### config.mk
export PLATFORM = sky130hd
export DESIGN_NAME = pid_controller_antiwindup_core_flat
export DESIGN_NICKNAME = d
export VERILOG_FILES = /design/src/design/pidaw_pkg.sv /design/src/design/pidaw_if.sv /design/src/design/pidaw_serial_mul.sv /design/src/design/pidaw_serial_div.sv /design/src/design/pid_controller_antiwindup_core.sv /design/src/flat_wrapper.sv
export SDC_FILE = /design/constraint.sdc
export NUM_CORES = 2
export LEC_CHECK = 0
export ABC_CLOCK_PERIOD_IN_PS = 14800
export BUFFER_PORTS_ARGS = -buffer_cell sky130_fd_sc_hd__buf_2
export CAP_MARGIN = 10
export CELL_PAD_IN_SITES_DETAIL_PLACEMENT = 0
export CELL_PAD_IN_SITES_GLOBAL_PLACEMENT = 1
export CORE_UTILIZATION = 51
export DETAILED_ROUTE_END_ITERATION = 16
export HOLD_SLACK_MARGIN = 0.08
export PLACE_DENSITY = 0.89
export SETUP_SLACK_MARGIN = 0.2
export SYNTH_ARGS = -nofsm -noshare
export SYNTH_HDL_FRONTEND = slang
export SYNTH_HIERARCHICAL = 1
export SYNTH_SLANG_ARGS = --single-unit
### constraint.sdc
create_clock -name clk -period 14.8 [get_ports clk]
set_input_delay 0.74 -clock clk [delete_from_list [all_inputs] [get_ports clk]]
set_output_delay 0.74 -clock clk [all_outputs]
set_load 0.005 [all_outputs]
### src/design/pidaw_pkg.sv
// pidaw_pkg: shared constants, types and codes for the PID controller block.
// No dependencies; compiled first.
`timescale 1ns / 1ps

package pidaw_pkg;

    localparam int DATA_W  = 16;
    localparam int FRAC_W  = 16;
    localparam int ERR_W   = DATA_W + 1;
    localparam int ESUM_W  = DATA_W + 2;
    localparam int STATE_W = 48;
    localparam int ACC_W   = 68;
    localparam int MPLR_W  = 18;
    localparam int DEN_W   = 18;
    localparam int WIDE_W  = 56;
    localparam int PROD_W  = 34;
    localparam int CNT_W   = 7;
    localparam int IDX_W   = 3;

    typedef logic signed [DATA_W-1:0] data_t;
    typedef logic [IDX_W-1:0]         cfg_idx_t;

    localparam cfg_idx_t REG_KP          = 3'd0;
    localparam cfg_idx_t REG_KI          = 3'd1;
    localparam cfg_idx_t REG_KD          = 3'd2;
    localparam cfg_idx_t REG_SAMPLE_TIME = 3'd3;
    localparam cfg_idx_t REG_FILTER_TAU  = 3'd4;
    localparam cfg_idx_t REG_LIMIT_MIN   = 3'd5;
    localparam cfg_idx_t REG_LIMIT_MAX   = 3'd6;

    localparam logic signed [WIDE_W-1:0] WIDE_STATE_MAX =
        {{(WIDE_W-STATE_W+1){1'b0}}, {(STATE_W-1){1'b1}}};
    localparam logic signed [WIDE_W-1:0] WIDE_STATE_MIN = ~WIDE_STATE_MAX;
    localparam logic signed [ACC_W-1:0] ACC_STATE_MAX =
        {{(ACC_W-STATE_W+1){1'b0}}, {(STATE_W-1){1'b1}}};
    localparam logic signed [ACC_W-1:0] ACC_STATE_MIN = ~ACC_STATE_MAX;

    typedef enum logic [3:0] {
        ST_IDLE,
        ST_LOAD,
        ST_MUL_P,
        ST_MUL_KI,
        ST_MUL_KT,
        ST_INT,
        ST_MUL_KD,
        ST_MUL_CD,
        ST_DIV,
        ST_OUT
    } state_t;

endpackage

### src/design/pidaw_if.sv
// pidaw_if: valid/ready stream interfaces for sample input and drive output words.
// Depends on pidaw_pkg.
`timescale 1ns / 1ps

interface pidaw_in_if;
    import pidaw_pkg::*;
    logic  valid;
    logic  ready;
    data_t target;
    data_t measured;

    modport source (output valid, output target, output measured, input ready);
    modport sink (input valid, input target, input measured, output ready);
endinterface

interface pidaw_out_if;
    import pidaw_pkg::*;
    logic  valid;
    logic  ready;
    data_t drive;

    modport source (output valid, output drive, input ready);
    modport sink (input valid, input drive, output ready);
endinterface

### src/design/pidaw_serial_mul.sv
// pidaw_serial_mul: signed shift-add multiplier, one multiplier bit per cycle.
// Depends on pidaw_pkg.
`timescale 1ns / 1ps

module pidaw_serial_mul (
    input  logic                                clk,
    input  logic                                rst_n,
    input  logic                                start,
    input  logic signed [pidaw_pkg::ACC_W-1:0]  mcand,
    input  logic signed [pidaw_pkg::MPLR_W-1:0] mplier,
    output logic                                done,
    output logic signed [pidaw_pkg::ACC_W-1:0]  product
);
    import pidaw_pkg::*;

    logic signed [ACC_W-1:0] mcand_reg;
    logic signed [ACC_W-1:0] acc_reg;
    logic [MPLR_W-1:0]       mplier_reg;
    logic [CNT_W-1:0]        cnt_reg;
    logic                    busy_reg;
    logic                    done_reg;
    logic signed [ACC_W-1:0] addend;
    logic                    last;

    always_comb
    begin
        last   = (cnt_reg == CNT_W'(MPLR_W - 1));
        addend = '0;
        if (mplier_reg[0])
        begin
            // sign bit of the multiplier carries negative weight
            addend = last ? -mcand_reg : mcand_reg;
        end
    end

    always_ff @(posedge clk or negedge rst_n)
    begin
        if (!rst_n)
        begin
            busy_reg <= 1'b0;
            done_reg <= 1'b0;
            cnt_reg  <= '0;
        end
        else
        begin
            done_reg <= 1'b0;
            if (start)
            begin
                busy_reg <= 1'b1;
                cnt_reg  <= '0;
            end
            else if (busy_reg)
            begin
                cnt_reg <= cnt_reg + 1'b1;
                if (last)
                begin
                    busy_reg <= 1'b0;
                    done_reg <= 1'b1;
                end
            end
        end
    end

    always_ff @(posedge clk)
    begin
        if (start)
        begin
            mcand_reg  <= mcand;
            mplier_reg <= mplier;
            acc_reg    <= '0;
        end
        else if (busy_reg)
        begin
            acc_reg    <= acc_reg + addend;
            mcand_reg  <= mcand_reg <<< 1;
            mplier_reg <= mplier_reg >> 1;
        end
    end

    assign done    = done_reg;
    assign product = acc_reg;

endmodule

### src/design/pidaw_serial_div.sv
// pidaw_serial_div: restoring divider, signed dividend by positive divisor, floor result.
// One quotient bit per cycle. Depends on pidaw_pkg.
`timescale 1ns / 1ps

module pidaw_serial_div (
    input  logic                               clk,
    input  logic                               rst_n,
    input  logic                               start,
    input  logic signed [pidaw_pkg::ACC_W-1:0] num,
    input  logic [pidaw_pkg::DEN_W-1:0]        den,
    output logic                               done,
    output logic signed [pidaw_pkg::ACC_W-1:0] quot
);
    import pidaw_pkg::*;

    logic [ACC_W-1:0] m_reg;
    logic [DEN_W-1:0] rem_reg;
    logic [DEN_W-1:0] den_reg;
    logic             neg_reg;
    logic [CNT_W-1:0] cnt_reg;
    logic             busy_reg;
    logic             done_reg;
    logic [DEN_W:0]   shifted;
    logic [DEN_W:0]   diff;
    logic             ge;
    logic             last;

    always_comb
    begin
        shifted = {rem_reg, m_reg[ACC_W-1]};
        diff    = shifted - {1'b0, den_reg};
        ge      = (shifted >= {1'b0, den_reg});
        last    = (cnt_reg == CNT_W'(ACC_W - 1));
    end

    always_ff @(posedge clk or negedge rst_n)
    begin
        if (!rst_n)
        begin
            busy_reg <= 1'b0;
            done_reg <= 1'b0;
            cnt_reg  <= '0;
        end
        else
        begin
            done_reg <= 1'b0;
            if (start)
            begin
                busy_reg <= 1'b1;
                cnt_reg  <= '0;
            end
            else if (busy_reg)
            begin
                cnt_reg <= cnt_reg + 1'b1;
                if (last)
                begin
                    busy_reg <= 1'b0;
                    done_reg <= 1'b1;
                end
            end
        end
    end

    // negative dividend: floor(n/d) = ~floor(~n/d)
    always_ff @(posedge clk)
    begin
        if (start)
        begin
            neg_reg <= num[ACC_W-1];
            m_reg   <= num[ACC_W-1] ? ~num : num;
            rem_reg <= '0;
            den_reg <= den;
        end
        else if (busy_reg)
        begin
            rem_reg <= ge ? diff[DEN_W-1:0] : shifted[DEN_W-1:0];
            m_reg   <= {m_reg[ACC_W-2:0], ge};
        end
    end

    assign done = done_reg;
    assign quot = neg_reg ? signed'(~m_reg) : signed'(m_reg);

endmodule

### src/design/pid_controller_antiwindup_core.sv
// pid_controller_antiwindup_core: PID controller, trapezoid integrator with
// anti-windup clamp, filtered derivative on measurement.
// Usage:
//   din  (valid/ready) carries one sample word: target and measured.
//   dout (valid/ready) carries one drive word per sample.
//   cfg_we/cfg_idx/cfg_data write gains, sample time, tau and limits;
//   write only while no sample is in flight. Unknown indexes are ignored.
// Steps from sample accept to drive valid: load, five serial multiplies
//   of 18 steps each on one shared shift-add unit, the integrator update,
//   a 68-step restoring divide for the derivative filter, then the output
//   step.
// One sample at a time: din.ready is high only while idle, so no new
//   sample is taken until the current one has left its output step.
// The drive sits in an output register, so a new sample is taken while a
//   finished drive still waits; if dout stalls, the next sample holds at
//   its final step until the register frees.
// Reset: all gains and state cleared, sample time 1.0, limits full range.
// Depends on pidaw_pkg, pidaw_if, pidaw_serial_mul, pidaw_serial_div.
`timescale 1ns / 1ps

module pid_controller_antiwindup_core (
    input  logic                            clk,
    input  logic                            rst_n,
    pidaw_in_if.sink                        din,
    pidaw_out_if.source                     dout,
    input  logic                            cfg_we,
    input  logic [pidaw_pkg::IDX_W-1:0]     cfg_idx,
    input  logic [pidaw_pkg::DATA_W-1:0]    cfg_data
);
    import pidaw_pkg::*;

    state_t state_reg, state_next;

    data_t             kp_reg, ki_reg, kd_reg, limit_min_reg, limit_max_reg;
    logic [DATA_W-1:0] sample_time_reg, filter_tau_reg;

    logic signed [ERR_W-1:0]   e_reg;
    logic signed [ESUM_W-1:0]  esum_reg;
    logic signed [ERR_W-1:0]   dm_reg;
    data_t                     measured_reg;
    logic signed [WIDE_W-1:0]  p_reg;
    logic signed [PROD_W-1:0]  kdm_reg;
    logic signed [STATE_W-1:0] integrator_reg;
    logic signed [STATE_W-1:0] fd_reg;
    logic signed [ERR_W-1:0]   last_error_reg;
    data_t                     last_measured_reg;
    logic                      dout_valid_reg;
    data_t                     drive_reg;

    logic                      mul_start, mul_done;
    logic signed [ACC_W-1:0]   mul_mcand, mul_product;
    logic signed [MPLR_W-1:0]  mul_mplier;
    logic                      div_start, div_done;
    logic signed [ACC_W-1:0]   div_num, div_quot;
    logic [DEN_W-1:0]          den;
    logic signed [MPLR_W-1:0]  c_coef;
    logic                      out_free;

    logic signed [WIDE_W-1:0]  ii, lmax, lmin, hi, lo, ii_sat;
    logic signed [STATE_W-1:0] fd_new;
    logic signed [WIDE_W-1:0]  sum, y;
    data_t                     drive_new;

    pidaw_serial_mul u_mul (
        .clk     (clk),
        .rst_n   (rst_n),
        .start   (mul_start),
        .mcand   (mul_mcand),
        .mplier  (mul_mplier),
        .done    (mul_done),
        .product (mul_product)
    );

    pidaw_serial_div u_div (
        .clk   (clk),
        .rst_n (rst_n),
        .start (div_start),
        .num   (div_num),
        .den   (den),
        .done  (div_done),
        .quot  (div_quot)
    );

    assign din.ready  = (state_reg == ST_IDLE);
    assign dout.valid = dout_valid_reg;
    assign dout.drive = drive_reg;
    assign out_free   = !dout_valid_reg || dout.ready;

    always_comb
    begin
        den     = DEN_W'({filter_tau_reg, 1'b0}) + DEN_W'(sample_time_reg);
        c_coef  = signed'({2'b00, sample_time_reg}) - signed'({1'b0, filter_tau_reg, 1'b0});
        // dividend = c*fd - 2*kd*dm*2^F
        div_num = mul_product - (ACC_W'(kdm_reg) <<< (FRAC_W + 1));
    end

    // integrator update with anti-windup clamp
    always_comb
    begin
        ii   = WIDE_W'(integrator_reg) + WIDE_W'(mul_product >>> (17 - FRAC_W));
        lmax = WIDE_W'(limit_max_reg) <<< FRAC_W;
        lmin = WIDE_W'(limit_min_reg) <<< FRAC_W;
        hi   = (lmax > p_reg) ? lmax - p_reg : '0;
        lo   = (lmin < p_reg) ? lmin - p_reg : '0;
        if (ii > hi)
        begin
            ii = hi;
        end
        else if (ii < lo)
        begin
            ii = lo;
        end
        if (ii > WIDE_STATE_MAX)
        begin
            ii_sat = WIDE_STATE_MAX;
        end
        else if (ii < WIDE_STATE_MIN)
        begin
            ii_sat = WIDE_STATE_MIN;
        end
        else
        begin
            ii_sat = ii;
        end
    end

    // derivative result and final drive
    always_comb
    begin
        if (den == '0)
        begin
            fd_new = '0;
        end
        else if (div_quot > ACC_STATE_MAX)
        begin
            fd_new = STATE_W'(ACC_STATE_MAX);
        end
        else if (div_quot < ACC_STATE_MIN)
        begin
            fd_new = STATE_W'(ACC_STATE_MIN);
        end
        else
        begin
            fd_new = STATE_W'(div_quot);
        end
        sum = p_reg + WIDE_W'(integrator_reg) + WIDE_W'(fd_new);
        y   = sum >>> FRAC_W;
        if (sum[WIDE_W-1] && (sum[FRAC_W-1:0] != '0))
        begin
            y = y + WIDE_W'(1);
        end
        if (y > WIDE_W'(limit_max_reg))
        begin
            drive_new = limit_max_reg;
        end
        else if (y < WIDE_W'(limit_min_reg))
        begin
            drive_new = limit_min_reg;
        end
        else
        begin
            drive_new = y[DATA_W-1:0];
        end
    end

    always_comb
    begin
        state_next = state_reg;
        mul_start  = 1'b0;
        mul_mcand  = '0;
        mul_mplier = '0;
        div_start  = 1'b0;
        case (state_reg)
            ST_IDLE:
            begin
                if (din.valid)
                begin
                    state_next = ST_LOAD;
                end
            end
            ST_LOAD:
            begin
                state_next = ST_MUL_P;
                mul_start  = 1'b1;
                mul_mcand  = ACC_W'(kp_reg);
                mul_mplier = MPLR_W'(e_reg);
            end
            ST_MUL_P:
            begin
                if (mul_done)
                begin
                    state_next = ST_MUL_KI;
                    mul_start  = 1'b1;
                    mul_mcand  = ACC_W'(ki_reg);
                    mul_mplier = esum_reg;
                end
            end
            ST_MUL_KI:
            begin
                if (mul_done)
                begin
                    state_next = ST_MUL_KT;
                    mul_start  = 1'b1;
                    mul_mcand  = mul_product;
                    mul_mplier = signed'({2'b00, sample_time_reg});
                end
            end
            ST_MUL_KT:
            begin
                if (mul_done)
                begin
                    state_next = ST_INT;
                end
            end
            ST_INT:
            begin
                state_next = ST_MUL_KD;
                mul_start  = 1'b1;
                mul_mcand  = ACC_W'(kd_reg);
                mul_mplier = MPLR_W'(dm_reg);
            end
            ST_MUL_KD:
            begin
                if (mul_done)
                begin
                    state_next = ST_MUL_CD;
                    mul_start  = 1'b1;
                    mul_mcand  = ACC_W'(fd_reg);
                    mul_mplier = c_coef;
                end
            end
            ST_MUL_CD:
            begin
                if (mul_done)
                begin
                    state_next = ST_DIV;
                    div_start  = 1'b1;
                end
            end
            ST_DIV:
            begin
                if (div_done)
                begin
                    state_next = ST_OUT;
                end
            end
            ST_OUT:
            begin
                if (out_free)
                begin
                    state_next = ST_IDLE;
                end
            end
            default:
            begin
                state_next = ST_IDLE;
            end
        endcase
    end

    always_ff @(posedge clk or negedge rst_n)
    begin
        if (!rst_n)
        begin
            state_reg <= ST_IDLE;
        end
        else
        begin
            state_reg <= state_next;
        end
    end

    always_ff @(posedge clk or negedge rst_n)
    begin
        if (!rst_n)
        begin
            kp_reg          <= '0;
            ki_reg          <= '0;
            kd_reg          <= '0;
            sample_time_reg <= DATA_W'(256);
            filter_tau_reg  <= '0;
            limit_min_reg   <= signed'({1'b1, {(DATA_W-1){1'b0}}});
            limit_max_reg   <= signed'({1'b0, {(DATA_W-1){1'b1}}});
        end
        else if (cfg_we)
        begin
            case (cfg_idx)
                REG_KP:          kp_reg          <= signed'(cfg_data);
                REG_KI:          ki_reg          <= signed'(cfg_data);
                REG_KD:          kd_reg          <= signed'(cfg_data);
                REG_SAMPLE_TIME: sample_time_reg <= cfg_data;
                REG_FILTER_TAU:  filter_tau_reg  <= cfg_data;
                REG_LIMIT_MIN:   limit_min_reg   <= signed'(cfg_data);
                REG_LIMIT_MAX:   limit_max_reg   <= signed'(cfg_data);
                default:         ;
            endcase
        end
    end

    always_ff @(posedge clk or negedge rst_n)
    begin
        if (!rst_n)
        begin
            integrator_reg    <= '0;
            fd_reg            <= '0;
            last_error_reg    <= '0;
            last_measured_reg <= '0;
            dout_valid_reg    <= 1'b0;
        end
        else
        begin
            if (state_reg == ST_INT)
            begin
                integrator_reg <= STATE_W'(ii_sat);
            end
            if ((state_reg == ST_OUT) && out_free)
            begin
                fd_reg            <= fd_new;
                last_error_reg    <= e_reg;
                last_measured_reg <= measured_reg;
                dout_valid_reg    <= 1'b1;
            end
            else if (dout.ready)
            begin
                dout_valid_reg <= 1'b0;
            end
        end
    end

    always_ff @(posedge clk)
    begin
        if ((state_reg == ST_IDLE) && din.valid)
        begin
            measured_reg <= din.measured;
            e_reg        <= ERR_W'(din.target) - ERR_W'(din.measured);
            esum_reg     <= ESUM_W'(ERR_W'(din.target) - ERR_W'(din.measured))
                            + ESUM_W'(last_error_reg);
            dm_reg       <= ERR_W'(din.measured) - ERR_W'(last_measured_reg);
        end
        if ((state_reg == ST_MUL_P) && mul_done)
        begin
            p_reg <= WIDE_W'(signed'(mul_product[PROD_W-1:0])) <<< (FRAC_W - 8);
        end
        if ((state_reg == ST_MUL_KD) && mul_done)
        begin
            kdm_reg <= signed'(mul_product[PROD_W-1:0]);
        end
        if ((state_reg == ST_OUT) && out_free)
        begin
            drive_reg <= drive_new;
        end
    end

endmodule

### src/flat_wrapper.sv
// flat-port wrapper written by rule: the top's interface ports become plain ports
module pid_controller_antiwindup_core_flat import pidaw_pkg::*;
  (clk, rst_n, cfg_we, cfg_idx, cfg_data, din_valid, din_target, din_measured, din_ready, dout_valid, dout_drive, dout_ready);
  pidaw_in_if din_i ();
  pidaw_out_if dout_i ();
  input  logic clk;
  input  logic rst_n;
  input  logic cfg_we;
  input  logic [pidaw_pkg::IDX_W-1:0] cfg_idx;
  input  logic [pidaw_pkg::DATA_W-1:0] cfg_data;
  input wire logic [$bits(din_i.valid)-1:0] din_valid;
  input wire logic [$bits(din_i.target)-1:0] din_target;
  input wire logic [$bits(din_i.measured)-1:0] din_measured;
  output wire logic [$bits(din_i.ready)-1:0] din_ready;
  output wire logic [$bits(dout_i.valid)-1:0] dout_valid;
  output wire logic [$bits(dout_i.drive)-1:0] dout_drive;
  input wire logic [$bits(dout_i.ready)-1:0] dout_ready;
  assign din_i.valid = din_valid;
  assign din_i.target = din_target;
  assign din_i.measured = din_measured;
  assign din_ready = din_i.ready;
  assign dout_valid = dout_i.valid;
  assign dout_drive = dout_i.drive;
  assign dout_i.ready = dout_ready;
  pid_controller_antiwindup_core u_core (.clk(clk), .rst_n(rst_n), .din(din_i), .dout(dout_i), .cfg_we(cfg_we), .cfg_idx(cfg_idx), .cfg_data(cfg_data));
endmodule
==> results.yml <==
place:
  dpl_cell_area_um2: 60100
  place_inst: 7978
  dp_hpwl_mm: 148
  place_congestion: 1.00
  io_buffers: 73
logic_synthesis:
  synth_enable_flop_cells: 325
  syn_nets: 7289
  synth_seq_cells: 675
  ys_types: 109
  synth_area_um2: 58200
  synth_ff_type: "edfxtp_1"
  syn_avg_cell_area_um2: 8.79
  async_reset_ff_frac: 0.391
  yosysSeqAreaShare: 0.311
  synthCells: 6617
  yosys_warnings: 6
sta:
  hold_viol: 0
  holdWs_ps: 287
  period_needed_ps: 12000
  fmax_mhz: 83.4
  tightest_slew_ps: 1220
  tns_ps: 0
  setup_viol: 0
  period_share: 0.811
  maxSlewHeadroom: 0.180
  grt_setup_unrepaired: "false"
  slew_violations: 0
  finClkSkew_ps: 38.9
worst_setup_path:
  crit_fanout: 71
  cp_data_required_time_ps: 15220
  critPathKind: "reg -> reg"
  crit_path_end_kind: "flop"
  arrival_ps: 12410
  worst_path_most_repeated_cell: "a21o_1"
  start_kind: "flop"
  worstReg2RegStart: "u_core/sample_time_reg[1]"
  worstSetupStartpoint: "u_core/sample_time_reg[1]"
  critPathMaxStageDelay_ps: 830
  critPathCapture: "u_core/dout.drive[15]"
  cpMaxStageDelayCell: "and4_4"
  r2r-end: "u_core/dout.drive[15]"
  r2r_slack_ps: 2800
  reg2reg_depth: 37
layout:
  area_growth_pct: 8.16
  drive_gt1_frac: 0.0872
  fin_area_um2: 62900
  stdcell_count: 8130
  final_nets: 7233
  fill_cells: 10300
grt:
  antenna_found_initial: 5
  grt.total_usage: 0.323
  grt_pass1_vias: 48800
  grt_max_degree: 139
  grt.overflow.total: 0
  grt_first_pass_wirelength_mm: 291
cts:
  cts_tree: "yes"
  clock_path_buffers: 3
  clk_latency_ps: 710
  cts_root_buf: "clkbuf_16"
  htree_levels: 3
  clock_sinks: 675
  clkTransAtPathRegs_ps: 60
  postCtsSetupRepairBufs: 0
  cts_buffers: 80
drt:
  vias: 51200
  vias_per_cell: 6.29
  ant_nets: 0
  drt_iter0_drc: 5145
  dr.pass1.iters: 6
  drcViolationCount: 0
  post_drt_wl_per_cell_um: 23.4
  routed_wl_mm: 191
run_status:
  outcome: "complete, no violations"
die:
  core_um2: 113000
  die_y_um: 340
  rows: 123
  die_w_um: 340
  design.die.area_um2: 115000
  io_pins: 74
  initial_core_util: 0.516
pwr:
  cellPowerDensity_nw_per_um2: 216
  p_leak_nw: 27.2
  vdd_drop_max_uv: 142
min_path:
  hold_class: "in -> reg"
run:
  cap_violations: 0
==> synth_stat cells, types with 42 or more instances <==
cell type,number,share of area
nand2b_1,66,0.0071
dfxtp_1,86,0.030
clkbuf_1,258,0.017
nor2b_1,49,0.0053
a31oi_1,42,0.0045
mux2i_1,92,0.016
nor3_1,116,0.010
mux2_2,182,0.035
o21bai_1,48,0.0062
o211ai_1,58,0.0075
a21oi_1,578,0.050
nand2_1,556,0.036
or3_1,47,0.0051
fa_1,66,0.023
o21ai_0,399,0.034
xnor2_1,297,0.045
nor2_1,488,0.031
a21o_1,262,0.034
nand3_1,124,0.011
dfrtp_1,247,0.11
inv_1,474,0.031
nand4_1,112,0.012
edfxtp_1,325,0.17
a221o_1,92,0.016
xor2_1,229,0.034
o21a_1,44,0.0057
o31ai_1,46,0.0059
ha_1,550,0.12
a211oi_1,66,0.0085
==> timing repair <==
action | CTS | global route
hold endpoints to repair | 51 | 0
resized for setup | 0 | 0
setup endpoints to repair | 0 | 0
hold buffers | 1 | 0
==> worst min-delay path by stage <==
stage,startpoint,endpoint,slack [ps],depth (start not counted)
final,din_measured[0],u_core/measured_reg[0],290,1
after global routing,din_measured[0],u_core/measured_reg[0],280,1
after CTS,din_measured[0],u_core/measured_reg[0],250,1
after detailed placement,u_core/measured_reg[0],u_core/last_measured_reg[0],430,2
after global placement,u_core/measured_reg[8],u_core/last_measured_reg[8],430,2
after floorplan,u_core/measured_reg[0],u_core/last_measured_reg[0],410,2
==> power by group <==
group / internal [mW] / leakage [nW] / switching, mW
Combinational: 3.32 / 18.9 / 5.08
Clock: 1.22 / 1.35 / 0.901
Sequential: 2.51 / 6.93 / 0.566
==> logic make-up after synthesis <==
kind of cell | after synthesis | synth area share
mux | 275 | 0.0513
simple gates | 1796 | 0.148
buf+inv | 779 | 0.0510
xor+xnor | 527 | 0.0795
fa+ha+maj | 616 | 0.141
flops | 675 | 0.311
compound gates | 1949 | 0.218
==> cell usage in the layout (no fill, tap or decap), types with 49 or more instances in the layout <==
cell	n
a211oi_1	65
a21o_1	262
a21oi_1	578
a221o_1	92
buf_2	72
buf_4	85
clkbuf_16	80
dfrtp_1	246
dfxtp_1	86
edfxtp_1	325
fa_1	66
ha_1	550
inv_1	471
mux2_2	182
mux2i_1	91
nand2_1	556
nand2b_1	66
nand3_1	123
nand4_1	112
nor2_1	482
nor2b_1	49
nor3_1	111
o211ai_1	58
o21ai_0	399
xnor2_1	297
xor2_1	229
==> layout make-up <==
class	count	area (um^2)	area share
multi-input cells	5163	37300	0.592
flip-flops and latches	675	18100	0.288
clock buffers	101	2150	0.0342
well taps	1500	1880	0.0298
inverters	481	1810	0.0288
repair buffers	160	1040	0.0166
clock inverters	49	658	0.0105
diodes	1	2.50	0.0000398
==> critical path, delay by kind of cell (launching register included) <==
| family | cells | cell delay (ps) |
|---|---|---|
| simple gates | 11 | 4290 |
| xor+xnor | 1 | 250 |
| flops | 1 | 410 |
| compound gates | 15 | 3830 |
| buf+inv | 1 | 310 |
| mux | 3 | 570 |
| fa+ha+maj | 6 | 2000 |
==> metal layers <==
metal / up-vias / GRT usage / routed length (um)
met5: - / 0 / 23
met4: 4 / 0.142 / 8970
met3: 375 / 0.0508 / 14500
met2: 1966 / 0.509 / 85000
met1: 24900 / 0.436 / 82100
li1: 23900 / - / -
==> stage by stage <==
| stage | worst slack [ps] | total power [mW] | utilization |
|---|---|---|---|
| floorplan | 3880 | 8.97 | - |
| global placement | 3240 | 11.2 | 0.533 |
| detailed placement | 3070 | 11.3 | 0.533 |
| CTS | 2940 | 13.4 | 0.558 |
| global route | 2120 | 14.5 | 0.558 |
| finish | 2800 | 13.6 | 0.558 |
Note: power is estimated with default switching activity, not from simulation.
